[src/fsdd_pkg.sv]
// Shared types, command codes and segment fonts for the segment display driver.
package fsdd_pkg;

    localparam logic [1:0] CMD_SERIAL  = 2'd0;
    localparam logic [1:0] CMD_TICK    = 2'd1;
    localparam logic [1:0] CMD_MEASURE = 2'd2;

    localparam logic [7:0] CAL_BYTE       = 8'd255;
    localparam logic [7:0] LOAD_THRESHOLD = 8'd100;
    localparam logic [7:0] LOAD_SCALE     = 8'd100;

    typedef struct packed {
        logic [1:0] cmd;
        logic [7:0] data;
    } in_t;

    typedef struct packed {
        logic [6:0] segments;
        logic [3:0] digit_enable;
        logic [7:0] spi_reply;
        logic [7:0] pwm_duty;
    } out_t;

    typedef logic [3:0][3:0] digits_t;

    // bit0 A through bit6 G
    function automatic logic [6:0] digit_font(input logic [3:0] d);
        logic [6:0] seg;
        begin
            unique case (d)
                4'd0:    seg = 7'h3F;
                4'd1:    seg = 7'h06;
                4'd2:    seg = 7'h5B;
                4'd3:    seg = 7'h4F;
                4'd4:    seg = 7'h66;
                4'd5:    seg = 7'h6D;
                4'd6:    seg = 7'h7D;
                4'd7:    seg = 7'h07;
                4'd8:    seg = 7'h7F;
                4'd9:    seg = 7'h6F;
                default: seg = 7'h00;
            endcase
            return seg;
        end
    endfunction

    // C A L 1
    function automatic logic [6:0] cal_font(input logic [1:0] pos);
        logic [6:0] seg;
        begin
            unique case (pos)
                2'd0:    seg = 7'h39;
                2'd1:    seg = 7'h77;
                2'd2:    seg = 7'h38;
                default: seg = 7'h06;
            endcase
            return seg;
        end
    endfunction

endpackage

[src/fsdd_digits.sv]
// Binary to four decimal digits of (number mod 10000), by parallel compare and subtract.
module fsdd_digits (
    input  logic [15:0]           number,
    output fsdd_pkg::digits_t     digits
);
    import fsdd_pkg::*;

    typedef struct packed {
        logic [3:0]  cnt;
        logic [15:0] rem;
    } split_t;

    // Largest k in 0..9 with k*unit <= value; the compares are independent.
    function automatic split_t split(input logic [15:0] value, input logic [15:0] unit);
        split_t     r;
        logic [16:0] thr;
        begin
            r.cnt = 4'd0;
            r.rem = value;
            for (int k = 1; k <= 9; k++) begin
                thr = 17'(k) * {1'b0, unit};
                if ({1'b0, value} >= thr) begin
                    r.cnt = 4'(k);
                    r.rem = value - thr[15:0];
                end
            end
            return r;
        end
    endfunction

    split_t s_mod;
    split_t s_thou;
    split_t s_hund;
    split_t s_tens;

    always_comb
    begin
        s_mod  = split(number, 16'd10000);
        s_thou = split(s_mod.rem, 16'd1000);
        s_hund = split(s_thou.rem, 16'd100);
        s_tens = split(s_hund.rem, 16'd10);
        digits[0] = s_thou.cnt;
        digits[1] = s_hund.cnt;
        digits[2] = s_tens.cnt;
        digits[3] = s_tens.rem[3:0];
    end

endmodule

[src/four_digit_segment_display_driver_core.sv]
// Four-digit multiplexed seven-segment display driver core.
// Results: an item's result is registered in the output register, or in the skid entry while the output is stalled.
// Throughput: one item per cycle while the skid entry is empty; the one-entry skid takes an item while a result waits.
// Reset (rst_n low, asynchronous): number, digits, scan position, calibration,
// measurement and held pattern clear to zero; no result is pending.
module four_digit_segment_display_driver_core (
    input  logic           clk,
    input  logic           rst_n,
    input  logic           src_valid,
    output logic           src_stall,
    input  fsdd_pkg::in_t  src_item,
    output logic           res_valid,
    input  logic           res_stall,
    output fsdd_pkg::out_t res_item
);
    import fsdd_pkg::*;

    logic [15:0] number_reg, number_next;
    digits_t     digits_reg, digits_next;
    logic [1:0]  pos_reg, pos_next;
    logic        cal_reg, cal_next;
    logic [7:0]  meas_reg, meas_next;
    logic [6:0]  seg_reg, seg_next;
    logic [3:0]  lit_reg, lit_next;

    logic        res_valid_reg, res_valid_next;
    out_t        res_reg, res_next;
    logic        skid_valid_reg, skid_valid_next;
    out_t        skid_reg, skid_next;

    logic        src_fire;
    logic        res_fire;
    logic [15:0] sum;
    digits_t     sum_digits;
    out_t        result;

    assign src_stall = skid_valid_reg;
    assign src_fire  = src_valid && !skid_valid_reg;
    assign res_valid = res_valid_reg;
    assign res_item  = res_reg;
    assign res_fire  = res_valid_reg && !res_stall;

    assign sum = number_reg + 16'({8'd0, src_item.data} * {8'd0, LOAD_SCALE});

    fsdd_digits u_digits (
        .number (sum),
        .digits (sum_digits)
    );

    always_comb
    begin
        number_next = number_reg;
        digits_next = digits_reg;
        pos_next    = pos_reg;
        cal_next    = cal_reg;
        meas_next   = meas_reg;
        seg_next    = seg_reg;
        lit_next    = lit_reg;
        result.spi_reply = 8'd0;
        unique case (src_item.cmd)
            CMD_SERIAL:
            begin
                cal_next = (src_item.data == CAL_BYTE);
                if (src_item.data < LOAD_THRESHOLD)
                begin
                    number_next = {8'd0, src_item.data};
                end
                else
                begin
                    number_next = sum;
                    digits_next = sum_digits;
                end
                result.spi_reply = meas_reg;
            end
            CMD_TICK:
            begin
                seg_next = cal_reg ? cal_font(pos_reg) : digit_font(digits_reg[pos_reg]);
                lit_next = 4'b0001 << pos_reg;
                pos_next = pos_reg + 2'd1;
            end
            CMD_MEASURE:
            begin
                meas_next = src_item.data;
            end
            default:
            begin
                // unused code: report held outputs only
            end
        endcase
        result.segments     = seg_next;
        result.digit_enable = lit_next;
        result.pwm_duty     = meas_next;
    end

    // Output register with one skid entry behind it.
    always_comb
    begin
        res_valid_next  = res_valid_reg;
        res_next        = res_reg;
        skid_valid_next = skid_valid_reg;
        skid_next       = skid_reg;
        if (skid_valid_reg)
        begin
            if (res_fire)
            begin
                res_next        = skid_reg;
                skid_valid_next = 1'b0;
            end
        end
        else if (src_fire)
        begin
            if (!res_valid_reg || res_fire)
            begin
                res_next       = result;
                res_valid_next = 1'b1;
            end
            else
            begin
                skid_next       = result;
                skid_valid_next = 1'b1;
            end
        end
        else if (res_fire)
        begin
            res_valid_next = 1'b0;
        end
    end

    always_ff @(posedge clk or negedge rst_n)
    begin
        if (!rst_n)
        begin
            number_reg     <= 16'd0;
            digits_reg     <= '0;
            pos_reg        <= 2'd0;
            cal_reg        <= 1'b0;
            meas_reg       <= 8'd0;
            seg_reg        <= 7'd0;
            lit_reg        <= 4'd0;
            res_valid_reg  <= 1'b0;
            skid_valid_reg <= 1'b0;
        end
        else
        begin
            if (src_fire)
            begin
                number_reg <= number_next;
                digits_reg <= digits_next;
                pos_reg    <= pos_next;
                cal_reg    <= cal_next;
                meas_reg   <= meas_next;
                seg_reg    <= seg_next;
                lit_reg    <= lit_next;
            end
            res_valid_reg  <= res_valid_next;
            skid_valid_reg <= skid_valid_next;
        end
    end

    always_ff @(posedge clk)
    begin
        res_reg  <= res_next;
        skid_reg <= skid_next;
    end

`ifndef SYNTHESIS
    a_skid_behind_output: assert property (@(posedge clk) disable iff (!rst_n)
        skid_valid_reg |-> res_valid_reg)
        else $error("skid entry held with empty output register");

    a_tick_lights_one: assert property (@(posedge clk) disable iff (!rst_n)
        (src_fire && src_item.cmd == CMD_TICK) |=> $onehot(lit_reg))
        else $error("tick transfer did not light exactly one digit");

    a_enable_onehot0: assert property (@(posedge clk) disable iff (!rst_n)
        res_valid_reg |-> $onehot0(res_reg.digit_enable))
        else $error("result digit enable not one-hot");

    a_scan_advance: assert property (@(posedge clk) disable iff (!rst_n)
        (src_fire && src_item.cmd == CMD_TICK) |=> (pos_reg == $past(pos_reg) + 2'd1))
        else $error("scan position did not advance on tick");
`endif

endmodule
[config.mk]
export PLATFORM = sky130hd
export DESIGN_NAME = four_digit_segment_display_driver_core
export DESIGN_NICKNAME = d
export VERILOG_FILES = /design/src/fsdd_pkg.sv /design/src/fsdd_digits.sv /design/src/four_digit_segment_display_driver_core.sv
export SDC_FILE = /design/constraint.sdc
export NUM_CORES = 1
export LEC_CHECK = 0
export BUFFER_PORTS_ARGS = -buffer_cell sky130_fd_sc_hd__buf_2
export CAP_MARGIN = 15
export CORE_MARGIN = 2
export CORE_UTILIZATION = 59
export DETAILED_ROUTE_END_ITERATION = 7
export GPL_TIMING_DRIVEN = 0
export PLACE_DENSITY = 0.77
export SYNTH_ARGS = -nofsm -noshare
export SYNTH_HDL_FRONTEND = slang
export SYNTH_SLANG_ARGS = --single-unit
[constraint.sdc]
create_clock -name clk -period 10 [get_ports clk]
set_clock_uncertainty 0.2 [all_clocks]
set_input_delay 2 -clock clk [delete_from_list [all_inputs] [get_ports clk]]
set_output_delay 2 -clock clk [all_outputs]
set_load 0.01 [all_outputs]
==> results of run 1 <==
==> cell families after synthesis <==
kind of cell	after synthesis	share of synthesized area [%]
AO/OA/AOI/OAI	613	32.39
XOR/XNOR	52	3.475
adder cells (fa/ha/maj)	109	10.13
buffers and inverters	143	4.449
flip-flops	110	21.98
multiplexers	50	4.230
AND/OR/NAND/NOR	642	23.34
==> what timing repair did <==
action | in CTS
pin swaps | 130
gates resized for setup | 279
endpoints found under the setup margin | 12
setup buffers | 171
cloned | 0
==> cells in the mapped netlist (9+ instances only) <==
master,n,area (um^2)
sky130_fd_sc_hd__ha_1,105,1314
sky130_fd_sc_hd__mux2i_1,15,150.1
sky130_fd_sc_hd__o211a_1,12,120.1
sky130_fd_sc_hd__inv_1,52,195.2
sky130_fd_sc_hd__and3_1,24,150.1
sky130_fd_sc_hd__a211oi_1,24,180.2
sky130_fd_sc_hd__edfxtp_1,54,1622
sky130_fd_sc_hd__a21o_1,20,150.1
sky130_fd_sc_hd__nor2_1,115,431.7
sky130_fd_sc_hd__or3_1,14,87.58
sky130_fd_sc_hd__o31ai_1,18,135.1
sky130_fd_sc_hd__o211ai_1,31,232.7
sky130_fd_sc_hd__nor3_1,40,200.2
sky130_fd_sc_hd__nor2b_1,13,81.33
sky130_fd_sc_hd__o21ai_1,13,65.06
sky130_fd_sc_hd__nand2_1,222,833.3
sky130_fd_sc_hd__and2_1,29,181.4
sky130_fd_sc_hd__clkbuf_1,44,165.2
sky130_fd_sc_hd__nand3_1,60,300.3
sky130_fd_sc_hd__o21a_1,15,112.6
sky130_fd_sc_hd__nor4_1,13,81.33
sky130_fd_sc_hd__o31a_1,9,78.83
sky130_fd_sc_hd__a211o_1,14,122.6
sky130_fd_sc_hd__a311oi_1,11,96.34
sky130_fd_sc_hd__a21oi_1,117,585.6
sky130_fd_sc_hd__nand2b_1,22,137.6
sky130_fd_sc_hd__o22ai_1,22,137.6
sky130_fd_sc_hd__nand4_1,31,193.9
sky130_fd_sc_hd__o21ai_0,110,550.5
sky130_fd_sc_hd__a31oi_1,26,162.7
sky130_fd_sc_hd__xnor2_1,43,376.6
sky130_fd_sc_hd__mux2_2,30,337.8
sky130_fd_sc_hd__buf_2,29,145.1
sky130_fd_sc_hd__dfrtp_1,56,1401
sky130_fd_sc_hd__o2111ai_1,11,96.34
==> per-stage QoR <==
stage / cells / TNS, ns / area [um^2] / hold slack, ns
floorplan: 1719 / -14.16 / 14350 / 0.2407
global placement: 2074 / -41.40 / 14950 / 0.2581
detailed placement: 2076 / -42.30 / 14990 / 0.2733
CTS: 2257 / -18.29 / 17940 / 0.2939
==> per-layer routing <==
layer / GRT usage [%] / overflow
met5: 20.08 / 0
met3: 52.70 / 0
met4: 66.14 / 3
met1: 71.99 / 0
met2: 87.54 / 1
==> results.rst, run 1 <==
.. list-table::
   :header-rows: 1

   * - Metric
     - Value
   * - Worst endpoint pin kind
     - register data pin
   * - Setup slack after placement
     - -4.937 ns
   * - Max H-tree Level
     - 3
   * - Global-route usage over all layers
     - between 60% and 70%
   * - Post-synth design cell area
     - between 0.01 and 0.015 mm^2
   * - Chip height
     - about 160 um
   * - Remaining global-route overflow
     - 4
   * - IO Pins
     - 43
   * - Halt Stage
     - global routing (5_1_grt)
   * - Bufs on Longest Clock Path
     - 2
   * - Placer's final routability congestion estimate
     - 1.079
   * - Outcome
     - did not finish
   * - Pin count of the biggest net entering global routing
     - 31
   * - Number of different library cells in the post-synthesis netlist
     - about 120
   * - Clock tree sinks
     - 110
   * - Clock buffers created by TritonCTS
     - 9
   * - Post-Synthesis Net Count
     - 1842
   * - Port bufs
     - 42
   * - Per-instance average area after synthesis
     - ~8 um^2
   * - Post-synthesis instance total
     - 1719
   * - Hold buffer count at cts
     - 0
   * - Number of enable flip-flop cells after synthesis
     - 54
   * - Register bit count reported by yosys
     - 110
   * - Log Error
     - [ERROR GRT-0232] Routing congestion too high. Check the congestion heatmap in the GUI.
   * - FFs w/ async S/R, synth
     - between 50% and 60%
   * - Sequential area share after synthesis
     - a little over a fifth
   * - End pin of the worst setup path after global-route repair
     - digits_reg[13]$_DFFE_PN0P_/D
   * - Standard-cell rows
     - 55
   * - Post-DP HPWL
     - around 40000 um
   * - Yosys warning count
     - 0
   * - Clock root buffer master
     - sky130_fd_sc_hd__clkbuf_16
   * - Starting density of the core
     - 60.38%
   * - Ys flop type
     - sky130_fd_sc_hd__dfrtp_1
   * - Horiz. Die Dim
     - ~160 um
==> inputs of run 2 (changes only) <==
--- a/config.mk
+++ b/config.mk
@@ -8,10 +8,10 @@
 export BUFFER_PORTS_ARGS = -buffer_cell sky130_fd_sc_hd__buf_2
 export CAP_MARGIN = 15
 export CORE_MARGIN = 2
-export CORE_UTILIZATION = 59
+export CORE_UTILIZATION = 40
 export DETAILED_ROUTE_END_ITERATION = 7
 export GPL_TIMING_DRIVEN = 0
-export PLACE_DENSITY = 0.77
+export PLACE_DENSITY_LB_ADDON = 0.15
 export SYNTH_ARGS = -nofsm -noshare
 export SYNTH_HDL_FRONTEND = slang
 export SYNTH_SLANG_ARGS = --single-unit
==> constraint.sdc (replaced) <==
create_clock -name clk -period 13 [get_ports clk]
set_clock_uncertainty 0.2 [all_clocks]
set_input_delay 2.6 -clock clk [delete_from_list [all_inputs] [get_ports clk]]
set_output_delay 2.6 -clock clk [all_outputs]
set_load 0.01 [all_outputs]
==> run 2 against run 1 <==
The flow now finishes, with violations (negative setup slack). Synthesized cell count stayed put. Area after synthesis stayed put.
==> results.rst, run 2 <==
.. list-table::
   :header-rows: 1

   * - Metric
     - Value
   * - Slowest Stage Delay on Critical Path
     - 0.56 ns
   * - Per-instance average area after synthesis
     - between 8 and 9 um^2
   * - Bufs on Longest Clock Path
     - 2
   * - Number of enable flip-flop cells after synthesis
     - 54
   * - Final number of hold-violating endpoints
     - 0
   * - Critical R2R Capture
     - digits_reg[13]$_DFFE_PN0P_
   * - Outcome
     - complete, but fails checks
   * - Area growth from synthesis to layout
     - 35.43%
   * - FFs w/ async S/R, synth
     - between 50 and 60%
   * - Standard-cell rows
     - 67
   * - Post-synth top cells
     - sky130_fd_sc_hd__nand2_1, sky130_fd_sc_hd__a21oi_1, sky130_fd_sc_hd__nor2_1
   * - Routed length per instance
     - 24.16 um
   * - Top-area cell type share of the netlist area
     - 11.79%
   * - Count of max-cap constraint violations
     - 0
   * - Crit Path Class
     - primary input to flop
   * - First-pass GRT wire length
     - around 90000 um
   * - Final number of max-transition violations
     - 0
   * - Port bufs
     - 42
   * - Number of global-route vias before repair
     - 15060
   * - CP endpoint kind
     - flop
   * - Library cell with the largest summed area after synthesis
     - sky130_fd_sc_hd__edfxtp_1
   * - Cell with the most instances after synthesis
     - sky130_fd_sc_hd__nand2_1
   * - Post-Synthesis Net Count
     - between 1500 and 2000
   * - Wire length on met1
     - 24550 um
   * - Layout cells sized above 1
     - between 30% and 40%
   * - Critical register-to-register path startpoint
     - number_reg[2]$_DFFE_PN0P_
   * - Hold Startpoint
     - digits_reg[12]$_DFFE_PN0P_
   * - Required arrival time at the worst endpoint
     - 13.07 ns
   * - Later-pin clock latency in the skew report
     - 0.36 ns
   * - Violated checks
     - negative setup slack
   * - Drt first-iter violations
     - 1780
   * - Clock tree sinks
     - 110
   * - Crit path buffers/inverters
     - 11
   * - Pin count of the biggest net entering global routing
     - 35
   * - Number of vias in the routed layout
     - 15920
   * - Top cells by area in the synthesized netlist
     - sky130_fd_sc_hd__edfxtp_1, sky130_fd_sc_hd__dfrtp_1, sky130_fd_sc_hd__ha_1
   * - Maximum frequency from static timing analysis
     - 74.62 MHz
   * - Max-slew headroom at the worst pin
     - between 10% and 20%
   * - Core area
     - ~0.034 mm^2
   * - Unrepaired setup endpoints after global routing
     - yes
   * - Number of different library cells in the post-synthesis netlist
     - roughly 120
   * - Post-synth design cell area
     - about 0.014 mm^2
   * - Arrival time at the worst endpoint
     - between 10 and 15 ns
   * - Highest routed layer
     - met4
   * - Clock transition at the registers of the reported paths
     - 0.08 ns
   * - Ys flop type
     - sky130_fd_sc_hd__dfrtp_1
   * - Worst Setup Start Kind
     - primary input
   * - Remaining global-route overflow
     - 0
   * - Clock tree from TritonCTS
     - done
   * - Yosys warning count
     - 0
   * - Worst hold stages
     - 2
   * - Hold-critical path endpoint
     - digits_reg[12]$_DFFE_PN0P_
   * - Inst Count DP
     - 2213
   * - Slowest-stage cell, CP
     - sky130_fd_sc_hd__fa_2
   * - Chip height
     - 189.4 um
   * - Hold buffer count at cts
     - 0
   * - Horiz. Die Dim
     - ~190 um
   * - Clock buffers created by TritonCTS
     - 9
   * - First-pass DRT Iterations
     - 7
   * - Post-layout util
     - between 50% and 60%
   * - Post-DP HPWL
     - about 43000 um
   * - Cell depth of the worst flop-to-flop path
     - 39
   * - Register bit count reported by yosys
     - between 100 and 150
   * - Global-route usage over all layers
     - 31.77%
   * - Clock root buffer master
     - sky130_fd_sc_hd__clkbuf_16
   * - Worst hold path class
     - flop to flop
   * - Sequential area share after synthesis
     - 21.98%
   * - IO Pins
     - 43
   * - DP Area
     - roughly 0.015 mm^2
   * - Initial antenna violation count
     - 0
   * - Detailed-routed wire length on met2
     - around 26000 um
   * - Remaining design rule violation count
     - 0
   * - CP max FO
     - 11
   * - Number of nets in the final layout
     - 2095
   * - Slack of the critical path
     - -0.4019 ns
   * - Number of cells in the finished layout apart from fillers
     - roughly 2400
   * - Leading cell types in the layout, fill and taps excluded
     - sky130_fd_sc_hd__nand2_1, sky130_fd_sc_hd__buf_4, sky130_fd_sc_hd__nor2_1, sky130_fd_sc_hd__a21oi_1, sky130_fd_sc_hd__o21ai_0
   * - Final setup violation count
     - 6
   * - Final instance area
     - around 0.019 mm^2
   * - Min Clock Period, post-route
     - around 13 ns
   * - Max H-tree Level
     - 3
   * - Worst-Margin Slew
     - around 1.3 ns
   * - Crit path max-delay family
     - compound AO/OA/AOI/OAI gates
   * - Share of the cycle needed by the critical path after routing
     - 103.1%
   * - Starting density of the core
     - 40.81%
   * - Post-synthesis instance total
     - approximately 1700
   * - Commonest non-fill, non-tap cell in the layout
     - sky130_fd_sc_hd__nand2_1
   * - Total Die Area
     - ~0.036 mm^2
   * - Placer's final routability congestion estimate
     - about 0.98
   * - Vias per std cell
     - between 6 and 7
   * - Antenna diode count
     - 0
   * - Wirelength, routed
     - around 60000 um
   * - Most Frequent Cell on Critical Path
     - sky130_fd_sc_hd__a21oi_2
   * - Antenna-violating nets left
     - 0
   * - Slack of the worst reg-to-reg path
     - about 2.2 ns
   * - DR WL met3
     - about 4700 um
[run 2: cell counts after synthesis]
Identical to the previous run, type by type.
[run 2: worst min-delay path, cell delays in order (launching register included)]
cell and delay, ns:
sky130_fd_sc_hd__dfrtp_1 0.34, sky130_fd_sc_hd__nand2_1 0.05, sky130_fd_sc_hd__nand2_1 0.06
[run 2: worst max path at each step]
stage | start | endpoint | slack, ns | cells after the start
global placement | src_item[3] | digits_reg[13]$_DFFE_PN0P_ | -3.62 | 55
finish | src_item[2] | digits_reg[13]$_DFFE_PN0P_ | -0.40 | 52
detailed placement | src_item[3] | digits_reg[13]$_DFFE_PN0P_ | -3.55 | 55
global route | src_item[4] | digits_reg[13]$_DFFE_PN0P_ | -0.80 | 54
CTS | src_item[3] | digits_reg[13]$_DFFE_PN0P_ | -0.04 | 52
floorplan | src_item[3] | digits_reg[14]$_DFFE_PN0P_ | 0.02 | 52
[run 2: routing by layer]
| layer | vias up | GRT usage [%] |
|---|---|---|
| met5 | - | 0 |
| met4 | 0 | 14.46 |
| met3 | 219 | 3.874 |
| met2 | 921 | 51.17 |
| met1 | 7677 | 42.58 |
| li1 | 7103 | - |
[run 2: logic make-up after synthesis]
logic type | share of synthesized area, %
AND/OR/NAND/NOR | 23.34
adder cells (fa/ha/maj) | 10.13
flip-flops | 21.98
AO/OA/AOI/OAI | 32.39
buffers and inverters | 4.449
XOR/XNOR | 3.475
multiplexers | 4.230
[run 2: what timing repair did]
action	4_1_cts	5_1_grt
endpoints found under the setup margin	10	7
gates resized for setup	285	84
setup buffers	143	58
pin swaps	118	83
[run 2: final cells by class]
class,count,area (um^2)
Fill cell,3111,15070
Multi-Input combinational cell,1466,11980
Sequential cell,110,3023
Timing Repair Buffer,247,1951
Tap cell,448,560.5
Buffer,80,556.8
Inverter,58,266.5
Clock buffer,9,225.2
Clock inverter,7,67.56
[run 2: stage by stage]
stage | TNS (ns) | hold WS, ns | setup slack [ns]
4_1_cts | -0.05027 | 0.2803 | -0.03539
3_3_place_gp | -25.23 | 0.2591 | -3.620
2_1_floorplan | 0 | 0.2407 | 0.02230
3_5_place_dp | -24.38 | 0.2631 | -3.549
5_1_grt | -3.982 | 0.2995 | -0.7979
6_report | -1.458 | 0.2793 | -0.4019
Power of run 2 is not shown: default switching activity piles up to over one toggle a cycle in this logic, so the estimate is an artifact.
